[config.mk]
export PLATFORM = sky130hd
export DESIGN_NAME = kvtl_ctrl
export DESIGN_NICKNAME = d
export VERILOG_FILES = /design/src/sv/kvtl_pkg.sv /design/src/sv/kvtl_ctrl.sv
export SDC_FILE = /design/constraint.sdc
export NUM_CORES = 1
export LEC_CHECK = 0
export BUFFER_PORTS_ARGS = -buffer_cell sky130_fd_sc_hd__buf_4
export CORE_AREA = 4 4 41 43
export CTS_CLUSTER_DIAMETER = 100
export DETAILED_ROUTE_END_ITERATION = 10
export DIE_AREA = 0 0 45 47
export PLACE_DENSITY = 0.58
export SETUP_SLACK_MARGIN = 0.4
export SYNTH_ARGS = -nofsm -noshare
export SYNTH_HDL_FRONTEND = slang
export SYNTH_SLANG_ARGS = --single-unit
[constraint.sdc]
create_clock -name clock -period 1.7 [get_ports clock]
set_clock_uncertainty 0.05 [all_clocks]
set_input_delay 0.085 -clock clock [delete_from_list [all_inputs] [get_ports clock]]
set_output_delay 0.085 -clock clock [all_outputs]
set_load 0.005 [all_outputs]
[src/sv/kvtl_pkg.sv]
// kvtl_pkg: shared types and constants for the linear-search key/value table.
// Request/response word structs, op codes, controller states and the
// command/status structs between controller and datapath. No dependencies.
`default_nettype none

package kvtl_pkg;

   // Defaults for the top-level parameters
   localparam int CAPACITY_DEFAULT = 256;
   localparam int KEY_BITS_DEFAULT = 64;

   // Fixed field widths of the request and response words
   localparam int OP_W    = 2;
   localparam int KEY_W   = 64;
   localparam int VALUE_W = 32;
   localparam int COUNT_W = 9;

   // Op codes; the fourth code is unused and does nothing
   localparam logic [OP_W-1:0] OP_LOOKUP = 2'd0;
   localparam logic [OP_W-1:0] OP_INSERT = 2'd1;
   localparam logic [OP_W-1:0] OP_REMOVE = 2'd2;

   // Lookup miss answer
   localparam logic signed [VALUE_W-1:0] VALUE_MISS = -32'sd1;

   typedef struct packed {
      logic [OP_W-1:0]           op;
      logic [KEY_W-1:0]          lookup_key;
      logic signed [VALUE_W-1:0] write_value;
   } req_type;

   typedef struct packed {
      logic signed [VALUE_W-1:0] read_value;
      logic                      success;
      logic [COUNT_W-1:0]        entry_count;
   } rsp_type;

   typedef enum logic [1:0] {
      ST_IDLE,
      ST_SEARCH,
      ST_SHIFT,
      ST_RESPOND
   } state_type;

   // Source of the read_value field of a response
   typedef enum logic [1:0] {
      RES_ZERO,
      RES_MISS,
      RES_VALUE
   } res_sel_type;

   // Controller to datapath
   typedef struct packed {
      logic        load_req;    // latch request word, restart scan
      logic        step;        // issue next table read
      logic        shift_start; // begin closing the gap after the hit
      logic        shift_wr;    // write back shifted entries
      logic        write_hit;   // overwrite value of the hit entry
      logic        append;      // write new entry at the end, count up
      logic        dec_count;   // count down after a remove
      logic        res_load;    // capture result
      res_sel_type res_sel;
      logic        res_ok;
      logic        rsp_load;    // move result into the output register
   } cmd_type;

   // Datapath to controller
   typedef struct packed {
      logic [OP_W-1:0] op;       // latched op
      logic            hit;      // compared entry matches the key
      logic            drained;  // no read in flight, none left to issue
      logic            full;     // table holds CAPACITY entries
      logic            out_free; // output register can take a word
   } sts_type;

endpackage

`default_nettype wire

[src/sv/kvtl_ctrl.sv]
// kvtl_ctrl: request sequencer of the key/value table.
// Walks each request through search, optional gap shift and response.
// Depends on kvtl_pkg.
`default_nettype none

module kvtl_ctrl (
   input  wire logic             clock,
   input  wire logic             reset,
   input  wire logic             req_valid,
   output logic                  req_stall,
   input  wire kvtl_pkg::sts_type sts,
   output kvtl_pkg::cmd_type     cmd
);

   import kvtl_pkg::*;

   state_type state_ff;
   state_type state_in;

   // State register
   always_ff @(posedge clock) begin
      if (reset) begin
         state_ff <= ST_IDLE;
      end else begin
         state_ff <= state_in;
      end
   end

   // Next state and commands
   always_comb begin
      state_in  = state_ff;
      cmd       = '0;
      cmd.res_sel = RES_ZERO;
      req_stall = (state_ff != ST_IDLE);

      case (state_ff)
         ST_IDLE: begin
            if (req_valid) begin
               cmd.load_req = 1'b1;
               state_in     = ST_SEARCH;
            end
         end

         ST_SEARCH: begin
            if (!(sts.op inside {OP_LOOKUP, OP_INSERT, OP_REMOVE})) begin
               // unused op: no change, plain answer
               cmd.res_load = 1'b1;
               state_in     = ST_RESPOND;
            end else if (sts.hit) begin
               case (sts.op)
                  OP_LOOKUP: begin
                     cmd.res_load = 1'b1;
                     cmd.res_sel  = RES_VALUE;
                     cmd.res_ok   = 1'b1;
                     state_in     = ST_RESPOND;
                  end
                  OP_INSERT: begin
                     cmd.write_hit = 1'b1;
                     cmd.res_load  = 1'b1;
                     cmd.res_ok    = 1'b1;
                     state_in      = ST_RESPOND;
                  end
                  default: begin
                     cmd.shift_start = 1'b1;
                     state_in        = ST_SHIFT;
                  end
               endcase
            end else if (sts.drained) begin
               // key absent
               cmd.res_load = 1'b1;
               state_in     = ST_RESPOND;
               case (sts.op)
                  OP_LOOKUP: begin
                     cmd.res_sel = RES_MISS;
                  end
                  OP_INSERT: begin
                     cmd.append = !sts.full;
                     cmd.res_ok = !sts.full;
                  end
                  default: begin
                     cmd.res_ok = 1'b0;
                  end
               endcase
            end else begin
               cmd.step = 1'b1;
            end
         end

         ST_SHIFT: begin
            cmd.shift_wr = 1'b1;
            if (sts.drained) begin
               cmd.dec_count = 1'b1;
               cmd.res_load  = 1'b1;
               cmd.res_ok    = 1'b1;
               state_in      = ST_RESPOND;
            end else begin
               cmd.step = 1'b1;
            end
         end

         ST_RESPOND: begin
            if (sts.out_free) begin
               cmd.rsp_load = 1'b1;
               state_in     = ST_IDLE;
            end
         end

         default: begin
            state_in = ST_IDLE;
         end
      endcase
   end

endmodule

`default_nettype wire

# == Yosys cells after proc, flatten, opt, wreduce, memory -nomap -nowiden ==
# Cells that the tools add are included.
# word_totals
output_inout_bits,13
regBits,2
word_cells,54
input_bits,9
# op_classes
eq_ne,7
n_reduce_logical,7
muxes,39
# ops
operator,count
2-to-1 mux 2 bit,11
2-to-1 mux 1 bit,21
2-to-1 mux 4 bit,2
case mux 2 bit (4 select lines),1
== test 2 bit (second input constant),3
case mux 1 bit (2 select lines),3
== test 2 x 1 -> 1 bit (second input constant),2
zero test 2 bit,2
inequality test 2 bit (second input constant),2
2-to-1 mux 3 bit,1
nonzero test 3 bit,1
AND reduction 2 bit,1
nonzero test 2 bit,1
OR reduction 2 bit,1
zero test 1 bit,1

# == Logic depth before layout (Yosys ltp) ==
# depth
depth_word,6
depth_mapped,5
mapped_depth_nobuf,5

# == Worst setup path after synthesis ==
# OpenSTA, ideal clock, no wires.
# synth_timing
kind,reg-to-reg
startpoint,register state_ff[0]
endpoint,register state_ff[1]
arrival_time_ps,1237
t_required_ps,1516
slack_ps,279
path_buffers,0
synth_period_minus_slack_ps,1421
setup_time_ps,134
stages_incl_launch_ff,6
cell_sequence,dfxtp_1 -> inv_1 -> ha_1 -> nor2b_1 -> a2111oi_2 -> a2111oi_1
# synth_between
elab_chain_cells,3
elab_cells_between_ends,8
classes_between,5 x eq/ne; 1 x mux; 2 x reduce/logical
# synth_lines
item,line_no,source
from (decl),kvtl_ctrl.sv:17,state_type state_ff;
from (signal assigned),kvtl_ctrl.sv:25,state_ff <= state_in;
== test 2 bit or zero test 2 bit (tied branches),kvtl_ctrl.sv:36,case (state_ff)
inequality test 2 bit (no line),n/a,
AND reduction 2 bit (no line),n/a,
# Parallel ways exist; a longest one is shown, timed or not.
# A chain may end at the register's enable or synchronous reset.

==> results.py <==
metrics = {
    "flow_run": {
        "drv_cap": 0,
    },
    "grt": {
        "overflow": 0,
        "antenna_found_initial": 0,
        "track_usage_pct": 12.5,
        "grt_pass1_vias": 464,
        "grt_pass1_wl_um": 1870,
        "grt_max_degree": 9,
    },
    "clocking": {
        "cts_root_buffer": "clkbuf_4",
        "htree_levels": 1,
        "clock_sinks": 2,
        "cts.clk_slew.worst_paths_ns": 0.03,
        "clockBufferDepth": 2,
        "cts_tree": "yes",
        "cts_buffers": 3,
        "clkLatencyLatePin_ns": 0.22,
    },
    "yosys": {
        "syn_avg_cell_area_um2": 7.38,
        "yosysSeqAreaShare_pct": 11.1,
        "synth_nets": 63,
        "synth_cell_types": 26,
        "async_flop_share_pct": 0,
        "yosys-top-cells-area": "ha_1 (17%), dfxtp_1 (11%), inv_1 (6.2%), nand2b_1 (5.2%), a2111oi_2 (4.2%)",
        "synth-seq-cells": 2,
        "yosysTopAreaCell": "ha_1",
        "synth_most_common_cell": "inv_1",
        "synth_edf_count": 0,
        "synthFlopType": "dfxtp_1",
        "yosys_warnings": 0,
        "synth_common_cells": "inv_1 (6), ha_1 (5), nor2_1 (4)",
        "synth_top_area_share_pct": 17.3,
        "syn-cell-area_um2": 362,
        "synthCells": 49,
    },
    "critical_path": {
        "critPathLaunchType": "flip-flop",
        "cpPeakStageDelay_ns": 0.35,
        "path_cells": "buf_4, ha_4, nand2_4, o21ai_1, o21a_1, buf_4",
        "crit_path_end_kind": "output port",
        "critPathKind": "flip-flop to output port",
        "cp_slowest_cell": "dfxtp_4",
        "cp_max_fo": 4,
        "arrival_ns": 1.34,
        "required_ns": 1.56,
        "cp_common_cell": "buf_4",
    },
    "timing": {
        "hold_ws_ns": 0.205,
        "finalSetupViolations": 0,
        "finalHoldViolations": 0,
        "max_freq_ghz": 0.680,
        "post-route-period-util_pct": 86.5,
        "worstMarginPinSlew_ns": 0.266,
        "grt_setup_unrepaired": "yes",
        "max_slew_margin_pct": 82.3,
        "tns_ns": 0,
        "finalMaxSlewViolations": 0,
        "min_period_ns": 1.47,
    },
    "floorplan": {
        "row_count": 13,
        "die_h_um": 47,
        "initial_core_util_pct": 27.8,
        "coreArea_mm2": 0.00130,
        "die_width_um": 45,
        "num_io_pins": 22,
        "die-area_mm2": 0.00212,
    },
    "power_and_ir_drop": {
        "cellPowerDensity_mw_per_mm2": 1180,
        "ir_drop_v": 0.000747,
        "leakage_nw": 0.336,
    },
    "route": {
        "drtAntennaViolNets": 0,
        "avgViaCountPerCell": 5.12,
        "routedWlPerCell_um": 13.0,
        "drc": 0,
        "firstDrtPassIters": 4,
        "vias": 486,
        "drt_iter0_drc": 7,
        "drt_wl_total_um": 1230,
    },
    "run_status": {
        "outcome": "finished, final reports clean",
    },
    "layout": {
        "diodes": 0,
        "final_util_pct": 56.5,
        "drive_above_1_share_pct": 65.0,
        "reg_top3": "state_ff: 2 flops",
        "fillerInstances": 131,
        "top_register": "state_ff",
        "design_area_um2": 736,
        "largest_reg_flops": 2,
        "syn2layout_area_growth_pct": 103,
        "final_cells": 95,
        "nets": 96,
    },
    "placed_design": {
        "dp_cells": 85,
        "gp_congestion": 0.778,
        "port_buffers": 21,
        "postPlaceCellArea_um2": 553,
        "dp_hpwl_um": 837,
    },
    "hold_path": {
        "hold_path_class": "primary input to flip-flop",
    },
}
-- layout make-up --
type,count,area (µm²),share of cell area (%)
repair buffers,28,213,28.9
multi-input cells,41,409,55.6
flip-flops and latches,2,47.5,6.46
inverters,6,25.0,3.40
well taps,15,18.8,2.55
clock buffers,3,22.5,3.06
-- path summary, 6_finish.rpt --
path / start / endpoint / slack, ns / cells past startpoint
setup / recovery: state_ff[1] / cmd[1] / 0.23 / 6
hold / removal: sts[0] / state_ff[1] / 0.20 / 4
setup reg to reg: state_ff[1] / state_ff[1] / 0.23 / 6
hold reg to reg: state_ff[1] / state_ff[1] / 0.56 / 2
-- cell families (layout without fill, tap and decap cells) --
group / count (synthesis) / count (layout) / share of synthesized area [%]
simple gates: 22 / 22 / 34.6
compound gates: 14 / 14 / 30.8
buf+inv: 6 / 37 / 6.23
fa+ha+maj: 5 / 5 / 17.3
flops: 2 / 2 / 11.1
-- critical path, delay by kind of cell, from the launching register on --
family / cells / cell delay, ns
simple gates: 1 / 0.08
buf+inv: 2 / 0.28
fa+ha+maj: 1 / 0.18
flops: 1 / 0.35
compound gates: 2 / 0.23
-- layout by cell type (no fill, tap or decap) --
cell type | netlist | layout
or2b_1 | 1 | 1
o21bai_1 | 1 | 1
nand2b_1 | 3 | 3
a21o_2 | 1 | 1
nor3b_2 | 0 | 1
a31o_1 | 1 | 1
nor2_2 | 0 | 1
ha_2 | 0 | 1
a21oi_1 | 2 | 2
a2111oi_4 | 0 | 1
a31oi_4 | 0 | 1
a211o_1 | 1 | 1
inv_1 | 6 | 3
inv_2 | 0 | 2
buf_4 | 0 | 27
o21a_1 | 2 | 2
a311oi_2 | 0 | 1
ha_4 | 0 | 2
ha_1 | 5 | 2
nor3_2 | 1 | 3
nand2_1 | 3 | 2
nand2_4 | 0 | 1
nor2_1 | 4 | 3
nand3_1 | 1 | 1
clkbuf_4 | 0 | 3
dfxtp_4 | 0 | 2
o21ai_1 | 0 | 1
a21boi_2 | 0 | 1
nor2b_4 | 0 | 2
nand3b_1 | 2 | 2
a2111oi_2 | 1 | 1
and2_1 | 2 | 2
dlygate4sd3_1 | 0 | 1
inv_4 | 0 | 1
-- layer usage --
layer	wire, µm	global-route usage, %	vias up
met3	123	4.21	2
li1	-	-	239
met1	471	12.0	219
met4	14	7.02	0
met2	625	23.2	26
met5	0	0	-
-- per-stage QoR --
stage / setup WS, ns / total power, mW
after global routing: 0.138 / 0.955
after CTS: 0.197 / 0.750
after floorplan: 0.400 / 0.375
after detailed placement: 0.259 / 0.544
after global placement: 0.295 / 0.546
final: 0.230 / 0.869
-- repair_timing --
item,in CTS,in global routing
pin swaps,4,4
hold endpoints to repair,2,0
buffers inserted,3,3
resized for setup,9,14
hold buffers,1,0
endpoints found under the setup margin,11,12
cloned,0,0
-- where the power goes --
part / internal [mW] / switching [mW]
clock network: 0.0779 / 0.0278
registers: 0.0769 / 0.0344
logic: 0.358 / 0.294
total: 0.513 / 0.356
(Power assumes the default switching activity.)
